### config.mk
export PLATFORM = sky130hd
export DESIGN_NAME = ldmf_out
export DESIGN_NICKNAME = d
export VERILOG_FILES = /design/src/hdl/ldmf_pkg.sv /design/src/hdl/ldmf_out.sv
export SDC_FILE = /design/constraint.sdc
export NUM_CORES = 1
export LEC_CHECK = 0
export BUFFER_PORTS_ARGS = -buffer_cell sky130_fd_sc_hd__buf_2
export CORE_MARGIN = 1
export CORE_UTILIZATION = 45
export DETAILED_ROUTE_END_ITERATION = 6
export PLACE_DENSITY = 0.69
export SKIP_LAST_GASP = 1
export SLEW_MARGIN = 10
export SYNTH_ARGS = -nofsm -noshare
export SYNTH_HDL_FRONTEND = slang
export SYNTH_SLANG_ARGS = --single-unit
### constraint.sdc
create_clock -name clk -period 21.8 [get_ports clk]
set_clock_uncertainty 0.15 [all_clocks]
set_input_delay 1.09 -clock clk [delete_from_list [all_inputs] [get_ports clk]]
set_output_delay 1.09 -clock clk [all_outputs]
set_load 0.01 [all_outputs]
### src/hdl/ldmf_pkg.sv
package ldmf_pkg;

	localparam int COEF_W = 48;
	localparam int FX_W = 64;
	localparam int PIX_W = 14;
	localparam int OUT_W = 32;
	localparam int SLOT_W = 4;
	localparam int NUM_SLOTS = 13;
	localparam int LIM_W = 17;
	localparam int DEF_MAX_COLUMNS = 8192;
	localparam int DEF_MAX_ROWS = 8192;
	localparam int IN_DATA_W = SLOT_W + COEF_W + 2 * PIX_W;
	localparam int OUT_DATA_W = 2 * OUT_W;

	localparam logic [SLOT_W-1:0] SL_IN_SCALE_X = 4'd0;
	localparam logic [SLOT_W-1:0] SL_IN_OFF_X = 4'd1;
	localparam logic [SLOT_W-1:0] SL_IN_SCALE_Y = 4'd2;
	localparam logic [SLOT_W-1:0] SL_IN_OFF_Y = 4'd3;
	localparam logic [SLOT_W-1:0] SL_K1 = 4'd4;
	localparam logic [SLOT_W-1:0] SL_K2 = 4'd5;
	localparam logic [SLOT_W-1:0] SL_K3 = 4'd6;
	localparam logic [SLOT_W-1:0] SL_P1 = 4'd7;
	localparam logic [SLOT_W-1:0] SL_P2 = 4'd8;
	localparam logic [SLOT_W-1:0] SL_OUT_SCALE_X = 4'd9;
	localparam logic [SLOT_W-1:0] SL_OUT_OFF_X = 4'd10;
	localparam logic [SLOT_W-1:0] SL_OUT_SCALE_Y = 4'd11;
	localparam logic [SLOT_W-1:0] SL_OUT_OFF_Y = 4'd12;

	localparam logic OP_LOAD = 1'b0;
	localparam logic OP_MAP = 1'b1;

	localparam logic signed [FX_W-1:0] FX_MAX = {1'b0, {(FX_W-1){1'b1}}};
	localparam logic signed [FX_W-1:0] FX_MIN = {1'b1, {(FX_W-1){1'b0}}};
	localparam logic signed [OUT_W-1:0] OUT_MAX = {1'b0, {(OUT_W-1){1'b1}}};
	localparam logic signed [OUT_W-1:0] OUT_MIN = {1'b1, {(OUT_W-1){1'b0}}};

	typedef logic signed [COEF_W-1:0] coef_t;

	typedef struct packed {
		logic ovf;
		logic signed [FX_W-1:0] v;
	} fx_t;

	localparam fx_t FX_UNIT = '{ovf: 1'b0, v: 64'sh0000_0001_0000_0000};

	typedef struct packed {
		logic vld;
		logic map;
		logic [SLOT_W-1:0] idx;
		coef_t val;
	} ctl_t;

	typedef struct packed {
		logic [PIX_W-1:0] row;
		logic [PIX_W-1:0] col;
		coef_t val;
		logic [SLOT_W-1:0] idx;
	} in_data_t;

	typedef struct packed {
		logic sat;
		logic signed [OUT_W-1:0] y;
		logic signed [OUT_W-1:0] x;
	} res_t;

	function automatic fx_t sadd(input fx_t a, input fx_t b);
		logic [FX_W:0] s;
		fx_t r;
		s = {a.v[FX_W-1], a.v} + {b.v[FX_W-1], b.v};
		r.ovf = a.ovf | b.ovf;
		r.v = s[FX_W-1:0];
		if (s[FX_W] != s[FX_W-1]) begin
			r.ovf = 1'b1;
			r.v = s[FX_W] ? FX_MIN : FX_MAX;
		end
		return r;
	endfunction

	function automatic fx_t from_coef(input coef_t c);
		fx_t r;
		r.ovf = 1'b0;
		r.v = {{(FX_W-COEF_W){c[COEF_W-1]}}, c};
		return r;
	endfunction

	function automatic logic is_load(input ctl_t c, input logic [SLOT_W-1:0] slot);
		return c.vld && (c.map == OP_LOAD) && (c.idx == slot);
	endfunction

endpackage

### src/hdl/ldmf_out.sv
module ldmf_out (
	input  logic                               clk,
	input  logic                               arst_n,
	input  logic                               vld_in,
	input  ldmf_pkg::fx_t                      ox,
	input  ldmf_pkg::fx_t                      oy,
	output logic                               rdy,
	output logic                               m_tvalid,
	input  logic                               m_tready,
	output logic [ldmf_pkg::OUT_DATA_W-1:0]    m_tdata,
	output logic                               m_tuser
);
	import ldmf_pkg::*;

	localparam int Q_W = FX_W - 16;

	typedef struct packed {
		logic sat;
		logic signed [OUT_W-1:0] v;
	} q16_t;

	function automatic q16_t to_q16(input fx_t x);
		logic [FX_W:0] w;
		logic [Q_W-1:0] q;
		q16_t r;
		w = {x.v[FX_W-1], x.v} + (FX_W+1)'(32768);
		q = w[FX_W-1:16];
		r.sat = x.ovf;
		r.v = q[OUT_W-1:0];
		if (w[FX_W] != w[FX_W-1]) begin
			r.sat = 1'b1;
			r.v = OUT_MAX;
		end else if (q[Q_W-1:OUT_W-1] != {(Q_W-OUT_W+1){q[OUT_W-1]}}) begin
			r.sat = 1'b1;
			r.v = q[Q_W-1] ? OUT_MIN : OUT_MAX;
		end
		return r;
	endfunction

	q16_t qx, qy;
	res_t res_new, out_q, skid_q;
	logic out_v_q, skid_v_q, new_v, load_out;

	always_comb begin
		qx = to_q16(ox);
		qy = to_q16(oy);
		res_new.x = qx.v;
		res_new.y = qy.v;
		res_new.sat = qx.sat | qy.sat;
	end

	assign rdy = !skid_v_q;
	assign new_v = vld_in && rdy;
	assign load_out = !out_v_q || m_tready;

	always_ff @(posedge clk or negedge arst_n) begin
		if (!arst_n) begin
			out_v_q <= 1'b0;
			skid_v_q <= 1'b0;
		end else if (load_out) begin
			out_v_q <= skid_v_q || new_v;
			skid_v_q <= 1'b0;
		end else if (new_v) begin
			skid_v_q <= 1'b1;
		end
	end

	always_ff @(posedge clk) begin
		if (load_out) begin
			out_q <= skid_v_q ? skid_q : res_new;
		end else if (new_v) begin
			skid_q <= res_new;
		end
	end

	assign m_tvalid = out_v_q;
	assign m_tdata = {out_q.y, out_q.x};
	assign m_tuser = out_q.sat;

endmodule

**Word level (Yosys, flattened, before mapping)**

Index checks and enable logic that the tools add are counted.

- Register bits after elaboration: 132
- Bits of input ports: 134
- Logic and storage cells: 32

- $add $sub $neg: 2
- Equal/unequal tests: 4
- Muxes and demuxes: 9
- Bitwise logic cells: 2
- Reductions and logical operators: 7

Operators by type and width:

| operator | count |
|---|---|
| $mux W33 | 4 |
| $add A64 B17 Y65 const B | 2 |
| $mux W65 | 1 |
| $mux W32 | 2 |
| $ne A16 B16 Y1 | 2 |
| $logic_not A1 Y1 | 2 |
| $logic_or A1 B1 Y1 | 2 |
| $mux W1 | 2 |
| $ne A1 B1 Y1 | 2 |
| $reduce_and A2 Y1 | 1 |
| $reduce_bool A2 Y1 | 1 |
| $logic_and A1 B1 Y1 | 1 |
| $not A1 Y1 | 1 |
| $or A1 B1 Y1 | 1 |

**Depth between registers and ports, before layout**

Gate-level depths: netlist (run 1).

- Depth in word-level cells: 6
- Depth in mapped cells: 13
- Gate-level depth less buffers: 10

**Worst setup path before layout (run 1)**

Ideal clock, no wire load.

- Path type: input port to flip-flop
- Start: input m_tready
- End: register skid_q[0] (netlist bit) (enable)
- Setup time: 0.581 ns
- Data arrival time: 7.574 ns
- Required time: 21.069 ns
- Slack: 13.495 ns
- Stages: 2
- Cell sequence: nand2b_1 nor3b_1

- Longest elaborated chain between the ends: 3

RTL lines:

| what | RTL line | source |
|---|---|---|
| from (decl) | ldmf_out.sv:9 | `input logic m_tready,` |
| $logic_or A1 B1 Y1 | ldmf_out.sv:54 | `assign load_out = !out_v_q \|\| m_tready;` |
| $not A1 Y1 (no line) | -- |  |
| $reduce_and A2 Y1 (no line) | -- |  |
| to (signal assigned) | ldmf_out.sv:72 | `skid_q <= res_new;` |
| to (decl) | ldmf_out.sv:41 | `res_t res_new, out_q, skid_q;` |

Every way passes these cells.
A chain may end at the register's enable or synchronous reset.

**Final worst setup path (run 1)**

- Start: input ox[15] (netlist bit)
- End: register out_q (netlist bit m_tdata[11]), data pin

- Longest elaborated chain between the ends: 5

RTL lines:

| what | RTL line | source |
|---|---|---|
| from (decl) | ldmf_out.sv:5 | `input ldmf_pkg::fx_t ox,` |
| $add A64 B17 Y65 (*) | ldmf_out.sv:26 | `w = {x.v[FX_W-1], x.v} + (FX_W+1)'(32768);` |
| $ne A16 B16 Y1 or $mux W32 (tied branches) | ldmf_out.sv:33, ldmf_out.sv:35 |  |
| $mux W33 | ldmf_out.sv:33 | `end else if (q[Q_W-1:OUT_W-1] != {(Q_W-OUT_W+1){q[OUT_W-1]}}) begin` |
| $mux W33 (*) | ldmf_out.sv:30 | `if (w[FX_W] != w[FX_W-1]) begin` |
| $mux W65 (*) | ldmf_out.sv:70 | `out_q <= skid_v_q ? skid_q : res_new;` |
| to (signal assigned) | ldmf_out.sv:70 |  |
| to (decl) | ldmf_out.sv:41 |  |

Mark *: on every way between the ends. The rest lies on a longest branch, timed or not.

==> metrics, run 1 <==
Mapped Area=0.00842 mm^2; most frequently used flop master after synthesis=edfxtp_1; root buffer cell=clkbuf_16; DR WL/cell=~17 um; first-pass iteration count of the detailed router=7; Routed Antenna Nets=0; syn_nets=988; # rows=49; post-CTS sizing=0; R2R Setup Slk=19,290 ps; CTS tree=yes; ant diodes=0; die footprint=about 0.019 mm^2; DRC errors left=12; Die H=139 um; Final Power=685 uW; maximum VDD drop=0.0487 mV; Initial DRC Count=about 650; Synth Area per Inst=9.89 um^2; die width=139 um; # Post-CTS Setup Buffers=0; total grt overflow=0; io pins=201; gpl congestion=between 0.8 and 0.9; largest net degree at the start of global routing=69; status=finished, violations left; Clk pin slew, worst setup/hold paths=60 ps; total track usage=22.4%; worst path arrival time=between 5000 and 6000 ps; Worst R2R Path Depth=3; Final period util=23.4%; RSZ-0062 raised after global routing=false; largest fanout on the critical path=62; first-pass GRT wire length=around 34,000 um; htree depth=4; flops & latches, synth=132; critical path class=in2reg; Tightest Hold Check Type=in2async; vias per cell=5.95; dpl hpwl=15,300 um; share of the synthesized area in the top cell type=46.3%; synth top area cells=edfxtp_1 (46%), nand3_1 (10%), xnor2_1 (5.5%); Async SR Flop Fraction=1.52%; Synth cell types=65; initial antenna violation count=1; Setup crit start kind=primary input; Post-Layout Cell Count=1,240; share of cells above drive strength 1=23.7%; Power Density=68.6 mW/mm^2; Placed Cells=approximately 1,200; EDFF count, synth=130; Synth Instances=852; Leak=3.63 nW; largest area contributor in the netlist=edfxtp_1; worst path required time=21,740 ps; Ys Warns=0; critical path startpoint=ox[15]; initial core utilization=46.4%; CP endpoint kind=flop; DR vias=about 7,400; most instantiated library cell after synthesis=nand3_1; synth cell count leaders=nand3_1 (173), edfxtp_1 (130), nor2_1 (69); fmax=196 MHz; Port Buffers=170; CTS Sinks=around 130; violated checks=DRC; Max Cap Viol=0; sequential-to-total area share from yosys stat=a little under half; final setup vio count=0; TNS Setup=0 ps; Fin. Hold Viols=0; worst-margin pin slew=1200 ps; fin crit period=5110 ps; Rel. slew slack=19.8%; Reg-to-Reg Start=m_tvalid; count of pins over their slew limit=0; number of global-route vias before repair=6,676; Worst-Skew Late Latency=between 400 and 500 ps; CTS Buffer Depth=2; CTS Hold Bufs=0; Area Overhead vs Synth=18.4%; CTS Buf Count=17; NumNets Final=1,134; final WL=21,600 um; core box area=0.0181 mm^2
[cell usage in the layout (no fill, tap or decap), drive strengths merged, types with 2 or more instances in the layout]
cell type  netlist  layout
a22oi            2       2
nor4            20      20
nor3b            2       2
a32o             3       3
nand4           40      40
a32oi           31      31
nand3          175     175
xnor2           53      53
inv             41      48
clkbuf          28      17
nand4b           2       2
nor3            16      16
or2              3       3
a41oi           31      31
and2             9       9
or3              8       8
a211oi           4       4
a31oi            3       3
clkinvlp         0       3
a21boi           2       2
dfrtp            2       2
and4             8       8
mux2i            2       2
o31ai            5       5
edfxtp         130     130
and3            16      16
o21ai           10      10
xor2            36      36
buf             26     181
o21a             3       3
clkinv           0       3
a21oi            2       2
nand2b           2       2
nor2b            2       2
ha               2       2
or4              7       7
bufinv           0       2
nor2            69      69
nand2           41      41
nand3b           2       2
[area by class of cell]
| cell class | count | area, um^2 |
|---|---|---|
| Fill cell | 1662 | 8170 |
| Multi-Input combinational cell | 625 | 4050 |
| Sequential cell | 132 | 3950 |
| Timing Repair Buffer | 181 | 933 |
| Clock buffer | 17 | 425 |
| Tap cell | 229 | 287 |
| Clock inverter | 15 | 171 |
| Inverter | 41 | 154 |
[metrics by stage]
stage | util [%] | setup WS (ps) | instance area, um^2 | hold WS [ps]
after floorplan | - | 13490 | 8420 | 362
after global placement | 51.7 | 16190 | 9380 | 379
after detailed placement | 51.7 | 16240 | 9380 | 377
after CTS | 55.0 | 16690 | 9980 | 276
after global routing | 55.0 | 16440 | 9980 | 279
final | 55.0 | 16690 | 9980 | 296
[critical path, stage by stage]
cell      delay, ps
buf_2           100
ha_1            220
nand4_1         220
nor4_4          560
nand2_1         250
or3_1           380
xnor2_1         150
or4_1           560
a211oi_4        250
buf_4           350
a21bo_1         160
buf_4           490
a41oi_1         250
[per-layer routing]
| layer | part of all wire [%] | track usage, % | up-vias |
|---|---|---|---|
| met4 | 2.1 | 8.01 | 0 |
| met2 | 49 | 37.5 | 268 |
| li1 | - | - | 3571 |
| met3 | 7.1 | 4.77 | 36 |
| met5 | 0 | 0 | - |
| met1 | 42 | 28.5 | 3505 |
[logic make-up (layout without fill, tap and decap cells)]
logic type	after synthesis	after routing	share of synthesized area, %
XOR/XNOR	89	89	9.25
multiplexers	3	3	0.371
AND/OR/NAND/NOR	426	426	27.5
flip-flops	132	132	46.9
buffers and inverters	95	254	5.29
AO/OA/AOI/OAI	105	105	10.4
adder cells (fa/ha/maj)	2	2	0.297
[registers in the layout (all words and copies together), names as in the netlist]
name and cells:
m_tdata 64, m_tuser 1, m_tvalid 1, skid_q 65
skid_v_q 1
[worst paths after layout]
| kind | end |
|---|---|
| hold reg to reg | m_tdata[63] |
| max in group asynchronous | skid_v_q |
| min in group clk | m_tdata[63] |
| setup / recovery | m_tdata[11] |
| hold / removal | m_tvalid |
| setup reg to reg | skid_q[61] |
[report_power, final]
part           total (mW)  internal, mW  switching, mW
logic              0.0918        0.0338         0.0579
clock network       0.287         0.172          0.116
registers           0.306         0.302        0.00409
total               0.685         0.507          0.178
(Power assumes the default switching activity.)
==> run 2: changes to the inputs <==
==> constraint.sdc (replaced) <==
create_clock -name clk -period 4.9 [get_ports clk]
set_clock_uncertainty 0.15 [all_clocks]
set_input_delay 0.245 -clock clk [delete_from_list [all_inputs] [get_ports clk]]
set_output_delay 0.245 -clock clk [all_outputs]
set_load 0.01 [all_outputs]
==> metrics, run 2 (same netlist as run 1, synthesis figures left out) <==
RSZ-0062 raised after global routing=false; Rel. slew slack=36.3% (+17 points); total track usage=22.3% (-0.056 points); NumNets Final=1,142 (+0.71%); DR vias=7,300 (-1.1%); Port Buffers=170 (unchanged); CTS Sinks=132 (unchanged); fin crit period=around 3700 ps; largest reg by FF count=skid_q; final WL=21,300 um (-1.2%); most frequent cells in the layout=nand3_1 (173), buf_2 (170), edfxtp_1 (130), nor2_1 (69), xnor2_1 (53); status=finished, violations left; Initial DRC Count=641 (-2.0%); Routed Antenna Nets=0 (unchanged); number of global-route vias before repair=6,678 (+0.030%); initial core utilization=46.4% (unchanged); Fill cells=1,603 (-3.5%); count of pins over their slew limit=0 (unchanged); first-pass iteration count of the detailed router=7 (unchanged); fin worst setup slack=1220 ps (-15,470 ps); dpl hpwl=15,500 um (+1.1%); maximum VDD drop=0.218 mV (+350%); Buf/Inv on CP=2 (-1); slowest stage cell, crit path=or4_1; Leak=3.68 nW (+1.3%); ant diodes=0 (unchanged); gpl congestion=0.921 (+4.0%); htree depth=4 (unchanged); CTS Buffer Depth=2 (unchanged); kind of cell adding the most delay to the critical path=simple AND/OR/NAND/NOR gates; DR WL/cell=17.1 um (-1.8%); max FFs per register=65 (unchanged); Area Overhead vs Synth=19.5%; violated checks=DRC; CTS tree=yes; largest fanout on the critical path=42 (-32%); critical path class=in2reg; total grt overflow=0 (unchanged); worst path arrival time=3680 ps (-1370 ps); root buffer cell=clkbuf_16; worst-margin pin slew=954 ps (-249 ps); Tightest Hold Check Type=in2reg; # Post-CTS Setup Buffers=0 (unchanged); CP endpoint kind=flop; fmax=272 MHz; die footprint=0.0193 mm^2 (unchanged); Die H=139 um (unchanged); Max Cap Viol=0 (unchanged); worst path required time=4900 ps (-16,840 ps); Clk pin slew, worst setup/hold paths=60 ps (about the same); Final period util=75.1%; CTS Buf Count=17 (unchanged); io pins=201 (unchanged); DRC errors left=13 (+1); Fin. Hold Viols=0 (unchanged); die width=139 um (unchanged); post-placement setup slack=819 ps (-15,420 ps); initial antenna violation count=0 (-1); final setup vio count=0 (unchanged); first-pass GRT wire length=34,000 um (-1.0%); share of cells above drive strength 1=24.0% (+0.30 points); most common cell after layout, fill and taps aside=nand3_1; CTS Hold Bufs=3 (+3); largest net degree at the start of global routing=69 (unchanged); Power Density=301 mW/mm^2 (+340%); crit-path max cell delay=670 ps (+110 ps); # rows=49 (unchanged); crit-path cells=buf_2, nand4_1, or4_1, nor4_2, xor2_1, or3_1, nor4_1, o21ai_1, o21ai_4, buf_12, a32oi_1; TNS Setup=0 ps (unchanged); post-CTS sizing=0 (unchanged); vias per cell=5.85 (-1.7%); Worst-Skew Late Latency=420 ps (about the same); core box area=0.0181 mm^2 (unchanged); Setup crit start kind=primary input
-- run 2: changes by cell type in the layout (fill, tap and decap cells not counted) --
cell	before	now
nor3b_4	0	1
clkinv_4	2	1
buf_4	11	14
nor3b_2	2	1
dlygate4sd3_1	0	3
clkinv_2	1	0
inv_8	2	5
buf_12	0	2
bufinv_16	2	1
-- run 2: routing by layer --
layer,vias to the layer above,GRT usage [%],wire (um)
li1,3593,-,-
met1,3414,28.2,9110
met2,261,38.0,10400
met3,32,4.39,1330
met4,0,8.13,435
met5,-,0,0
-- run 2: area by class of cell --
class,count,area [um^2],area share [%]
inverters,41,154,1.53
multi-input cells,625,4060,40.3
repair buffers,189,1030,10.2
flip-flops and latches,132,3950,39.3
well taps,229,287,2.85
clock inverters,15,161,1.60
clock buffers,17,425,4.23
-- run 2: power by group --
group          leakage, nW  switching (mW)  internal (mW)
combinational         2.14           0.255          0.155
clock                0.281           0.538          0.723
sequential            1.26          0.0202           1.34
-- run 2: final timing paths --
path                                to  startpoint  slack [ps]  depth (start not counted)
max in group asynchronous     skid_v_q      arst_n        3950                          3
min                         skid_q[64]      oy[64]         120                          4
max reg2reg                 skid_q[64]    m_tvalid        2400                          3
min in group asynchronous     m_tvalid      arst_n         530                          3
min reg2reg                m_tdata[63]  skid_q[63]         390                          1
max                        m_tdata[57]      oy[41]        1220                         11
-- run 2: through the flow --
step	area, um^2	hold slack [ps]	total power, mW	cells	util, %
after floorplan	8430	-201	1.61	852	-
after global placement	9450	-120	1.79	1213	52.1
after detailed placement	9450	-119	1.79	1213	52.1
after CTS	10100	107	3.05	1248	55.5
after global routing	10100	132	3.14	1248	55.5
final	10100	120	3.03	1248	55.5
-- run 2: worst register-to-register path, stage by stage, from the launching register on --
cell and delay, ps:
dfrtp_1 390, nand2b_4 500, nor3b_4 330, buf_4 710
==> run 3: changes to the inputs <==
==> constraint.sdc (replaced) <==
create_clock -name clk -period 3.4 [get_ports clk]
set_clock_uncertainty 0.15 [all_clocks]
set_input_delay 0.17 -clock clk [delete_from_list [all_inputs] [get_ports clk]]
set_output_delay 0.17 -clock clk [all_outputs]
set_load 0.01 [all_outputs]
==> metrics, run 3 (same netlist as run 1, synthesis figures left out) <==
ant diodes=0 (unchanged); TNS Setup=0 ps (unchanged); post-placement setup slack=-252 ps (-1070 ps); most frequent cells in the layout=nand3_1 (173), buf_2 (170), edfxtp_1 (130), buf_4 (98), nor2_1 (69); critical path class=in2reg; R2R Setup Slk=1310 ps (-1090 ps); die footprint=0.0193 mm^2 (unchanged); worst path arrival time=3130 ps (-550 ps); vias per cell=5.76 (-1.5%); Area Overhead vs Synth=27.9%; largest net degree at the start of global routing=68 (-1.4%); Worst-Skew Late Latency=420 ps (about the same); Rel. slew slack=33.8% (-2.5 points); total track usage=23.2% (+0.89 points); largest reg by FF count=skid_q; Net Sw Frac=27.0% (+0.17 points); CP Depth=12 (+1); Final period util=93.5%; maximum VDD drop=0.313 mV (+44%); Fin. Hold Viols=0 (unchanged); Routed Antenna Nets=0 (unchanged); Tightest Hold Check Type=in2reg; CTS Sinks=132 (unchanged); Post-Layout Cell Count=1,336 (+7.1%); crit-path max cell delay=450 ps (-220 ps); total grt overflow=0 (unchanged); Final Power=4.44 mW (+46%); Min-Delay Path Depth=4 (unchanged); Gate power share=14.5% (+1.0 points); RSZ-0062 raised after global routing=false; Reg area=0.00395 mm^2 (unchanged); Buf/Inv on CP=2 (unchanged); # rows=49 (unchanged); root buffer cell=clkbuf_16; total placed instance area=0.0101 mm^2 (+7.4%); worst path required time=3350 ps (-1550 ps); CTS tree=yes; Initial DRC Count=604 (-5.8%); # Post-CTS Setup Buffers=0 (unchanged); Port Buffers=170 (unchanged); count of pins over their slew limit=0 (unchanged); crit-path cells=buf_2, ha_1, nand2_1, nor4_4, nand4_2, or3_1, and3_1, or4_1, a211oi_4, a21bo_1, buf_12, a41oi_1; dpl hpwl=16,600 um (+7.3%); RR Endpoint=m_tuser; final instance area=0.0108 mm^2 (+7.1%); status=finished, violations left; DR vias=7,697 (+5.4%); critical path startpoint=ox[15]; htree depth=4 (unchanged); fin worst setup slack=221 ps (-1000 ps); Leak=4.12 nW (+12%); NumNets Final=1,230 (+7.7%); Clk pin slew, worst setup/hold paths=70 ps (about the same); max FFs per register=65 (unchanged); largest fanout on the critical path=40 (-4.8%); Reg-to-Reg Start=skid_v_q; share of cells above drive strength 1=30.1% (+6.0 points); Power Density=412 mW/mm^2 (+37%); Placed Cells=1,301 (+7.3%); Setup crit start kind=primary input; Reg power frac=44.3% (-0.6 points); first-pass iteration count of the detailed router=7 (unchanged); kind of cell adding the most delay to the critical path=simple AND/OR/NAND/NOR gates; violated checks=DRC; area of the multi-input gates=0.00407 mm^2 (+0.22%); fin crit period=3180 ps; first-pass GRT wire length=35,200 um (+3.5%); CP endpoint kind=flop; initial core utilization=46.4% (unchanged); Worst R2R Path Depth=3 (unchanged); most common cell after layout, fill and taps aside=nand3_1; CTS Buf Count=17 (unchanged); final setup vio count=0 (unchanged); Pint=3.24 mW (+46%); Max Cap Viol=0 (unchanged); gpl congestion=0.960 (+4.2%); DRC errors left=13 (unchanged); io pins=201 (unchanged); crit path to=m_tdata[5]; DR WL/cell=16.7 um (-2.2%); initial antenna violation count=0 (unchanged); CTS Buffer Depth=2 (unchanged); die width=139 um (unchanged); Clk pwr share=41.2% (-0.4 points); slowest stage cell, crit path=or4_1; fmax=roughly 310 MHz; worst-margin pin slew=991 ps (+36.9 ps); core box area=0.0181 mm^2 (unchanged); Die H=139 um (unchanged); number of global-route vias before repair=7,011 (+5.0%); switching power=1.20 mW (+47%); final WL=22,300 um (+4.6%); Fill cells=1,551 (-3.2%)
## run 3: metrics by stage
step                      hold WS [ps]  util, %
after CTS                         34.5     59.3
after floorplan                   -276        -
final                             38.8     59.4
after detailed placement          -193     55.9
after global routing              96.4     59.4
after global placement            -194     55.9
## run 3: how the worst min path moves through the flow
stage	start	endpoint	slack, ps
3_3_place_gp	arst_n	m_tvalid	-190
3_5_place_dp	arst_n	skid_v_q	-190
4_1_cts	oy[64]	skid_q[64]	30
5_1_grt	ox[64]	skid_q[64]	100
2_1_floorplan	arst_n	m_tvalid	-280
6_report	oy[64]	skid_q[64]	40
## run 3: per-layer routing
metal  track usage (%)  part of all wire (%)  vias up  routed length (um)
met3              4.04                   6.0       28                1350
met2              39.8                    49      272               11000
met5                 0                     0        -                   0
li1                  -                     -     3771                   -
met1              29.9                    43     3626                9600
met4              7.13                   1.6        0                 358
## run 3: power groups by stage
stage	Sequential [mW]	Clock, mW	Combinational, mW
global placement	2.00	0	0.628
floorplan	2.04	0	0.285
detailed placement	2.00	0	0.637
finish	1.97	1.83	0.643
global route	1.98	1.91	0.703
CTS	1.97	1.85	0.642
## run 3: timing repair
action | CTS | global route
endpoints found under the setup margin | 0 | 7
hold buffers | 3 | 0
hold endpoints to repair | 4 | 0
gates resized for setup | 0 | 2
## run 3: worst reg2reg max path: cells and delay by family (launching register included)
kind | cells | cell delay [ps]
flip-flops | 1 | 440
AND/OR/NAND/NOR | 1 | 170
buffers and inverters | 1 | 740
AO/OA/AOI/OAI | 1 | 330
## run 3: final cells by class
cell class / instances / share of cell area [%]
Sequential cell: 132 / 36.7
Inverter: 41 / 1.43
Clock inverter: 15 / 1.50
Multi-Input combinational cell: 625 / 37.7
Tap cell: 229 / 2.66
Timing Repair Buffer: 277 / 16.0
Clock buffer: 17 / 3.95
